[src/hdl/rfb_pkg.sv]
// rfb_pkg: types and constants shared by the frame builder modules
// no dependencies
`default_nettype none

package rfb_pkg;

  localparam logic [7:0]  PREAMBLE  = 8'hD3;
  localparam logic [23:0] CRC_POLY  = 24'h864CFB;
  localparam int          CMD_DEPTH = 4;
  localparam int          LEN_W     = 10;

  // one input beat
  typedef struct packed {
    logic [7:0]       payload_byte;
    logic [LEN_W-1:0] msg_len;
    logic             empty_frame;
  } in_t;

  // one result beat
  typedef struct packed {
    logic [7:0] out_byte;
    logic       last_of_run;
    logic       frame_done;
  } out_t;

  // classified work handed from front to back
  typedef struct packed {
    logic             start;
    logic             has_payload;
    logic             ends;
    logic [LEN_W-1:0] msg_len;
    logic [7:0]       payload_byte;
  } cmd_t;

endpackage

`default_nettype wire

[src/hdl/rfb_front.sv]
// rfb_front: accepts input beats, tracks frame position, emits commands
// depends on rfb_pkg
`default_nettype none

module rfb_front import rfb_pkg::*; (
  input  wire logic clk,
  input  wire logic rst,
  input  wire logic accept,
  input  wire in_t  item,
  output cmd_t      cmd
);

  logic             inside_frame;
  logic [LEN_W-1:0] bytes_left;
  logic [LEN_W-1:0] len_eff;
  logic [LEN_W-1:0] left_next;

  always_comb begin
    len_eff   = item.empty_frame ? '0 : item.msg_len;
    left_next = inside_frame ? bytes_left - 1'b1 : len_eff - 1'b1;
    cmd.start          = !inside_frame;
    cmd.has_payload    = inside_frame || (len_eff != '0);
    cmd.ends           = (!inside_frame && len_eff == '0) || (left_next == '0);
    cmd.msg_len        = len_eff;
    cmd.payload_byte   = item.payload_byte;
  end

  always_ff @(posedge clk) begin
    if (rst) begin
      inside_frame <= 1'b0;
      bytes_left   <= '0;
    end else if (accept) begin
      inside_frame <= !cmd.ends;
      bytes_left   <= cmd.ends ? '0 : left_next;
    end
  end

`ifndef SYNTHESIS
  a_inside_has_bytes: assert property (@(posedge clk) disable iff (rst)
    inside_frame |-> bytes_left != '0) else $error("inside frame with no bytes left");
  a_end_leaves_frame: assert property (@(posedge clk) disable iff (rst)
    accept && cmd.ends |=> !inside_frame) else $error("frame end did not close frame");
  a_mid_has_payload: assert property (@(posedge clk) disable iff (rst)
    accept && !cmd.start |-> cmd.has_payload) else $error("mid-frame command lacks payload");
`endif

endmodule

`default_nettype wire

[src/hdl/rfb_cmd_fifo.sv]
// rfb_cmd_fifo: short command queue between front and back
// depends on rfb_pkg
`default_nettype none

module rfb_cmd_fifo import rfb_pkg::*; #(
  parameter int Depth = CMD_DEPTH
) (
  input  wire logic clk,
  input  wire logic rst,
  input  wire logic wr,
  input  wire cmd_t wr_cmd,
  output logic      full,
  input  wire logic rd,
  output cmd_t      rd_cmd,
  output logic      nonempty
);

  localparam int PtrW = (Depth > 1) ? $clog2(Depth) : 1;
  localparam int CntW = $clog2(Depth + 1);
  localparam logic [PtrW-1:0] LastPtr = PtrW'(Depth - 1);
  localparam logic [CntW-1:0] FullCnt = CntW'(Depth);

  cmd_t            mem [Depth];
  logic [PtrW-1:0] wr_ptr;
  logic [PtrW-1:0] rd_ptr;
  logic [CntW-1:0] count;

  assign full     = (count == FullCnt);
  assign nonempty = (count != '0);
  assign rd_cmd   = mem[rd_ptr];

  always_ff @(posedge clk) begin
    if (wr) begin
      mem[wr_ptr] <= wr_cmd;
    end
  end

  always_ff @(posedge clk) begin
    if (rst) begin
      wr_ptr <= '0;
      rd_ptr <= '0;
      count  <= '0;
    end else begin
      if (wr) begin
        wr_ptr <= (wr_ptr == LastPtr) ? '0 : wr_ptr + 1'b1;
      end
      if (rd) begin
        rd_ptr <= (rd_ptr == LastPtr) ? '0 : rd_ptr + 1'b1;
      end
      if (wr && !rd) begin
        count <= count + 1'b1;
      end else if (rd && !wr) begin
        count <= count - 1'b1;
      end
    end
  end

endmodule

`default_nettype wire

[src/hdl/rfb_back.sv]
// rfb_back: expands commands into framed bytes with running crc-24q
// depends on rfb_pkg
`default_nettype none

module rfb_back import rfb_pkg::*; (
  input  wire logic clk,
  input  wire logic rst,
  input  wire logic cmd_valid,
  input  wire cmd_t cmd,
  output logic      cmd_pop,
  output logic      empty,
  input  wire logic pop,
  output out_t      result
);

  typedef enum logic [2:0] {
    PH_H0, PH_H1, PH_H2, PH_PAY, PH_C0, PH_C1, PH_C2
  } phase_t;

  function automatic logic [23:0] crc_feed(input logic [23:0] crc, input logic [7:0] b);
    logic [23:0] c;
    logic        msb;
    c = crc ^ {b, 16'h0000};
    for (int i = 0; i < 8; i++) begin
      msb = c[23];
      c   = {c[22:0], 1'b0};
      if (msb) begin
        c = c ^ CRC_POLY;
      end
    end
    return c;
  endfunction

  phase_t      phase;
  phase_t      eff_phase;
  phase_t      phase_next;
  logic        mid_cmd;
  logic [23:0] crc;
  logic        out_valid;
  out_t        out_reg;
  logic        emit;
  logic        last;
  logic [7:0]  byte_sel;

  assign empty  = !out_valid;
  assign result = out_reg;

  always_comb begin
    if (mid_cmd) begin
      eff_phase = phase;
    end else begin
      eff_phase = cmd.start ? PH_H0 : PH_PAY;
    end
    emit = cmd_valid && (!out_valid || pop);
    case (eff_phase)
      PH_H0:   byte_sel = PREAMBLE;
      PH_H1:   byte_sel = {6'b000000, cmd.msg_len[9:8]};
      PH_H2:   byte_sel = cmd.msg_len[7:0];
      PH_PAY:  byte_sel = cmd.payload_byte;
      PH_C0:   byte_sel = crc[23:16];
      PH_C1:   byte_sel = crc[15:8];
      PH_C2:   byte_sel = crc[7:0];
      default: byte_sel = '0;
    endcase
    case (eff_phase)
      PH_H0:   phase_next = PH_H1;
      PH_H1:   phase_next = PH_H2;
      PH_H2:   phase_next = cmd.has_payload ? PH_PAY : PH_C0;
      PH_PAY:  phase_next = PH_C0;
      PH_C0:   phase_next = PH_C1;
      PH_C1:   phase_next = PH_C2;
      default: phase_next = PH_H0;
    endcase
    last    = (eff_phase == PH_C2) || (eff_phase == PH_PAY && !cmd.ends);
    cmd_pop = emit && last;
  end

  always_ff @(posedge clk) begin
    if (rst) begin
      phase     <= PH_H0;
      mid_cmd   <= 1'b0;
      crc       <= '0;
      out_valid <= 1'b0;
    end else begin
      if (pop && out_valid && !emit) begin
        out_valid <= 1'b0;
      end
      if (emit) begin
        out_valid           <= 1'b1;
        out_reg.out_byte    <= byte_sel;
        out_reg.last_of_run <= last;
        out_reg.frame_done  <= (eff_phase == PH_C2);
        mid_cmd             <= !last;
        phase               <= phase_next;
        case (eff_phase)
          PH_H0:                crc <= crc_feed('0, byte_sel);
          PH_H1, PH_H2, PH_PAY: crc <= crc_feed(crc, byte_sel);
          default:              crc <= crc;
        endcase
      end
    end
  end

`ifndef SYNTHESIS
  a_done_is_last: assert property (@(posedge clk) disable iff (rst)
    out_valid && out_reg.frame_done |-> out_reg.last_of_run)
    else $error("frame end not marked last of run");
  a_mid_needs_cmd: assert property (@(posedge clk) disable iff (rst)
    mid_cmd |-> cmd_valid) else $error("command left queue mid-expansion");
  a_crc_runs_on: assert property (@(posedge clk) disable iff (rst)
    emit && eff_phase == PH_C0 |=> mid_cmd && phase == PH_C1)
    else $error("crc trailer cut short");
`endif

endmodule

`default_nettype wire

[src/hdl/rtcm_frame_builder_unit.sv]
// rtcm_frame_builder_unit: rtcm 3 framer with crc-24q trailer, top level
// depends on rfb_pkg, rfb_front, rfb_cmd_fifo, rfb_back
//
//   channel  direction  handshake             payload
//   item     in         push / full           in_t  (payload byte, length, empty flag)
//   result   out        pop / empty           out_t (byte, last of run, frame done)
//
// the back sends one byte per cycle unless pop stalls it or the queue is empty: a
// mid-frame beat gives one byte, the beat that closes a frame four (byte and three crc
// bytes), a frame start four, six or seven; the front takes one beat per cycle, while
// full is low, into a CmdDepth-deep command queue; full follows the queue, so a
// stalled result (pop low) holds the output register and backs it up
// synchronous reset clears frame position, queue and output valid; no clearing pass
`default_nettype none

module rtcm_frame_builder_unit import rfb_pkg::*; #(
  parameter int CmdDepth = CMD_DEPTH
) (
  input  wire logic clk,
  input  wire logic rst,
  input  wire logic push,
  output logic      full,
  input  wire in_t  item,
  output logic      empty,
  input  wire logic pop,
  output out_t      result
);

  logic accept;
  cmd_t front_cmd;
  cmd_t head_cmd;
  logic head_valid;
  logic head_pop;

  // a beat is taken whenever the command queue has room
  assign accept = push && !full;

  rfb_front u_front (
    .clk    (clk),
    .rst    (rst),
    .accept (accept),
    .item   (item),
    .cmd    (front_cmd)
  );

  rfb_cmd_fifo #(
    .Depth (CmdDepth)
  ) u_fifo (
    .clk      (clk),
    .rst      (rst),
    .wr       (accept),
    .wr_cmd   (front_cmd),
    .full     (full),
    .rd       (head_pop),
    .rd_cmd   (head_cmd),
    .nonempty (head_valid)
  );

  // back expands the head command and drops it after its last byte
  rfb_back u_back (
    .clk       (clk),
    .rst       (rst),
    .cmd_valid (head_valid),
    .cmd       (head_cmd),
    .cmd_pop   (head_pop),
    .empty     (empty),
    .pop       (pop),
    .result    (result)
  );

endmodule

`default_nettype wire

[config.mk]
export PLATFORM = sky130hd
export DESIGN_NAME = rtcm_frame_builder_unit
export DESIGN_NICKNAME = d
export VERILOG_FILES = /design/src/hdl/rfb_pkg.sv /design/src/hdl/rfb_front.sv /design/src/hdl/rfb_cmd_fifo.sv /design/src/hdl/rfb_back.sv /design/src/hdl/rtcm_frame_builder_unit.sv
export SDC_FILE = /design/constraint.sdc
export NUM_CORES = 1
export LEC_CHECK = 0
export BUFFER_PORTS_ARGS = -buffer_cell sky130_fd_sc_hd__buf_4
export CAP_MARGIN = 5
export CORE_UTILIZATION = 54
export CTS_BUF_LIST = sky130_fd_sc_hd__clkbuf_8
export DETAILED_ROUTE_END_ITERATION = 10
export PLACE_DENSITY = 0.72
export RECOVER_POWER = 50
export SLEW_MARGIN = 20
export SYNTH_ARGS = -nofsm -noshare
export SYNTH_HDL_FRONTEND = slang
export SYNTH_HIERARCHICAL = 1
export SYNTH_SLANG_ARGS = --single-unit
[constraint.sdc]
create_clock -name clk -period 5.5 [get_ports clk]
set_clock_uncertainty 0.2 [all_clocks]
set_input_delay 0.825 -clock clk [delete_from_list [all_inputs] [get_ports clk]]
set_output_delay 0.825 -clock clk [all_outputs]
set_load 0.02 [all_outputs]
Word level (Yosys, flattened, before mapping)
Memory sizes are Yosys's and may differ from the RTL's. A register that Yosys moved wholly into a read port is not among the register bits. Cells that the tools add are included.

Register bits: 57. Memory bits (writable): 84. Bits of input ports: 23. Output and inout port bits: 12. Word-level logic and storage cells: 156. Memories: 1.

Memories: u_fifo.mem (depth 4, width 21, rd ports 1, clocked after Yosys merged registers in 1, wr ports 1, RTL line rfb_cmd_fifo.sv:23) `cmd_t mem [Depth];`.

Add/subtract/negate cells: 6. Equality and inequality tests: 9. Mux-type cells: 77. Bitwise logic cells: 18. Reductions and logical operators: 33.

Operator list (count): $mux 24 (58); $not 13->13 (16); $pmux 8 s7 (1); $pmux 24 s2 (1); $mux 10 (3); $xor 24x24->24 (1); $logic_not 10->1 (2); $sub 10x1->10 const B (2); $pmux 3 s6 (1); $eq 3x3->1 const B (4); $mux 3 (4); $mux 2 (5); $reduce_bool 10->1 (1); $logic_and 1x1->1 (9); $logic_not 1->1 (9); $eq 3x2->1 const B (2); $reduce_bool 2->1 (3); $add 2x1->2 const B (2); $eq 2x2->1 const B (2); $logic_or 1x1->1 (4); $mux 1 (4); $reduce_and 2->1 (2); $add 3x1->3 const B (1); $eq 3x1->1 const B (1); other kinds (5) (5).

Depth between registers and ports, before layout
Depth after elaboration: 43. Depth in mapped cells: 13. Gate-level depth less buffers: 12.

By module
The synthesis kept the hierarchy.

Modules (own cells, without submodules): rfb_cmd_fifo (times used 1, cells an instance 153, area each 3473.3 µm², sequential area each 2702.6 µm²); rfb_back (times used 1, cells an instance 286, area each 2671.3 µm², sequential area each 880.8 µm²); rfb_front (times used 1, cells an instance 128, area each 989.7 µm², sequential area each 220.2 µm²); rtcm_frame_builder_unit (times used 1, cells an instance 1, area each 13.8 µm², sequential area each 0.0 µm²).

Worst setup path after synthesis
No wires, ideal clock.

Path type: reg2reg. Start point: reg (tool-made name). End point: reg u_back.crc[10]. Setup time: 0.059 ns. Data arrival time: 3.386 ns. Data required time: 5.241 ns. Path slack: 1.855 ns. Stages on the path, launching flop included: 12. Buffers on the path: 1. Clock period less this slack: 3.645 ns. Cells stage by stage: dfxtp_1 > buf_6 > mux4_2 > nor2_1 > or2_4 > a22o_1 > mux2i_4 > xnor3_2 > xnor2_1 > xor2_1 > or4_1 > nand2_1.

RTL lines: end signal, assigned (RTL line rfb_back.sv:96) `PH_H0: crc <= crc_feed('0, byte_sel);`; end signal, assigned (RTL line rfb_back.sv:97) `PH_H1, PH_H2, PH_PAY: crc <= crc_feed(crc, byte_sel);`; end signal, assigned (RTL line rfb_back.sv:98) `default: crc <= crc;`; end, declared (RTL line rfb_back.sv:38) `logic [23:0] crc;`.

==> qor.txt <==
Synth Flop Type: edfxtp_1
Final Slew Violations: 66
TritonCTS clock tree: yes
endpoints failing setup: 0
HP Class: reg -> reg
htree depth: 4
post-placement cell count: 744
setup total negative slack: 0 ps
Die Ht: 117.1 microns
Starting Density: 0.5596
antenna violations before repair: 0
multi-input logic area: 3089 sq um
Synth Net Count: 600
die area: 13700 sq um
DR vias: 4588
period utilization: 0.7675
DR WL/cell: 19.14 microns
Setup Buffers After CTS: 0
clk slew on worst S/H paths: 80 ps
Clock Latency Late Sink: 450 ps
HP Start: u_front/bytes_left[0]
area delta synth->final: 8.244%
Crit Path Max Fanout: 13
Max Root-Sink Buffers: 2
DRT Pass-1 Iters: 5
# rows: 41
FF-to-FF path depth: 11
power per cell area: 634.1 nW/um^2
Worst EP arrival: 4410 ps
violated checks: capacitance limit, slew limit
Leak: 0.002721 uW
Placeable Area: 12770 sq um
Detail Route Antenna Nets: 0
CTS Hold Buffers Added: 0
DRC: 0
GPL Wtd Cong: 0.9206
register area: 3804 sq um
unique cell type count in the Yosys netlist: 79
# IOs: 35
syn avg cell area: 12.58 sq um
Buf/Inv on CP: 1
CTS buffer count: 17
Slew @ Worst Pin: 1639 ps
EDFF count, synth: 94
final wirelength: 14850 microns
Worst EP required: 5690 ps
largest net degree at the start of global routing: 41
port buffer count: 34
critical-path cell list: buf_4, mux4_2, mux2i_1, o22ai_1, a221o_1, xor2_2, xnor3_2, xnor2_1, xor2_1, or4_1, nand2_1
Max-Cap Viols: 3
ANT cells: 0
Max Freq: 236.9 MHz
crit path max-delay cell type: dfxtp_1
hold path depth: 2
layout cell share with drive strength beyond 1: 0.1540
Root Driver: clkbuf_8
Synth Warn #: 6
Placement Setup Slack: 1268 ps
Synth async-reset ratio: 0
crit path time final: 4221 ps
CP Class: reg -> reg
post-route insts no fill: 776
CP Capture Type: register
CTS resizes: 0
CP max stage delay: 690 ps
CP Launch Type: register
FF+latch count, synth: 143
fin worst setup slack: 1279 ps
WHS Endpoint: u_front/bytes_left[0]
peak supply drop: 412.9 uV
Sink Count: 143
fillers: 1030
unrepaired setup endpoints after global routing: no
Mapped Area: 7148 sq um
die width: 117.1 microns
first-pass GRT wire length: 23860 microns
Final HPWL DP: 10210 microns
initial DRC count: 395
GRT Total Usage: 0.2386
Gate Count Post-Synth: 568
CP delay by family, top: XOR/XNOR gates
status: finished, violations left
Via-to-Cell Ratio: 5.912
vias in the first global route: 4499
FF-to-FF setup slack: 1280 ps
gr ovfl total: 0
final net count: 623
reg2reg end: u_back/crc[10]
sequential area share after synthesis: 0.5321
Max-slew headroom: -0.09354
Fin. Hold Viols: 0
-- per-layer routing --
| metal | global-route usage | part of all wire | up-vias |
|---|---|---|---|
| li1 | - | - | 2155 |
| met1 | 0.3248 | 0.45 | 2250 |
| met2 | 0.3680 | 0.47 | 160 |
| met3 | 0.06797 | 0.069 | 23 |
| met4 | 0.08523 | 0.014 | 0 |
| met5 | 0 | 0 | - |
-- cell families after synthesis --
family,Yosys count,synth area share
xor+xnor,54,0.08559
mux,40,0.09820
buf+inv,46,0.03466
fa+ha+maj,9,0.01680
compound gates,103,0.1042
simple gates,173,0.1285
flops,143,0.5321
-- layout by cell type (no fill, tap or decap), types with 5 or more instances in the layout --
cell type | Yosys | routed
ha_1 | 8 | 8
o21ai_0 | 19 | 19
dfxtp_1 | 49 | 49
and2_1 | 9 | 6
xnor2_1 | 24 | 24
nor2b_1 | 14 | 15
edfxtp_1 | 94 | 94
clkbuf_1 | 10 | 20
clkbuf_8 | 0 | 19
mux4_2 | 20 | 20
clkinvlp_4 | 0 | 5
mux2i_1 | 13 | 13
o211ai_1 | 6 | 6
a21o_1 | 5 | 5
nor3_1 | 10 | 10
nor2_1 | 56 | 56
o22ai_1 | 6 | 6
a211oi_1 | 5 | 5
nand3_1 | 7 | 7
xor2_1 | 19 | 19
nand2b_1 | 11 | 11
a21oi_1 | 13 | 13
nand2_1 | 31 | 31
a22oi_1 | 13 | 13
buf_4 | 13 | 17
inv_1 | 12 | 14
-- report_power, final --
part | internal, uW | switching, uW
logic | 1160 | 1360
registers | 1390 | 214
clock network | 381 | 407
-- registers in the layout, indices dropped and copies added (netlist names), named ones only --
signal	cells
u_fifo/mem	84
u_back/crc	24
u_back/result	10
u_front/bytes_left	10
u_back/phase	3
u_fifo/count	3
u_fifo/rd_ptr	2
u_fifo/wr_ptr	2
u_back/mid_cmd	1
u_back/out_valid	1
u_front/inside_frame	1
-- synthesized netlist by cell type (3+ instances only) --
cell type	instances	area, sq um
inv_1	12	45.04
mux4_2	20	450.4
o211ai_1	6	45.04
xor2_1	19	166.4
o21ai_0	19	95.09
edfxtp_1	94	2823
buf_2	8	40.04
a22oi_1	13	97.59
o31ai_1	3	22.52
and2_1	9	56.30
dfxtp_1	49	980.9
nand4b_1	4	35.03
nand2b_1	11	68.82
o22ai_1	6	37.54
xnor3_1	4	90.09
ha_1	8	100.1
a211oi_1	5	37.54
xnor2_1	24	210.2
a21o_1	5	37.54
o21ai_1	3	15.01
clkbuf_1	10	37.54
nor3_1	10	50.05
a311oi_1	3	26.28
mux2i_1	13	130.1
nor2b_1	14	87.58
nor2_1	56	210.2
or3_1	4	25.02
nand2_1	31	116.4
buf_4	13	97.59
nand3_1	7	35.03
a21oi_1	13	65.06
nor3b_1	3	22.52
a22o_1	3	26.28
a221o_1	3	30.03
xor2_2	3	48.80
-- tightest hold or removal path, cell delays in order (launching register included) --
cell	delay, ps
dfxtp_1	340
nand2_1	50
o31ai_1	60
-- worst max path at each step --
stage / depth (start not counted) / end / slack (ps)
after CTS: 11 / u_back/crc[10] / 1240
after floorplan: 11 / u_back/crc[10] / 1860
after detailed placement: 11 / u_back/crc[10] / 1270
after global placement: 11 / u_back/crc[10] / 1340
after global routing: 11 / u_back/crc[10] / 970
final: 11 / u_back/crc[10] / 1280
-- cell type report --
type,instances,area share
well taps,172,0.02781
flip-flops and latches,143,0.4916
multi-input cells,379,0.3993
clock buffers,19,0.03380
clock inverters,13,0.01488
inverters,13,0.006468
repair buffers,37,0.02620
-- stage by stage --
stage / cell area (sq um) / total power [uW] / hold WS, ps / utilization
2_1_floorplan: 7148 / 3617 / 224.4 / -
3_3_place_gp: 7443 / 4077 / 237.6 / 0.5827
3_5_place_dp: 7443 / 4113 / 257.2 / 0.5827
4_1_cts: 7820 / 4923 / 277.2 / 0.6122
5_1_grt: 7737 / 5217 / 297.4 / 0.6057
6_report: 7737 / 4906 / 277.1 / 0.6057
No activity file was read; power rests on OpenSTA's default activity.
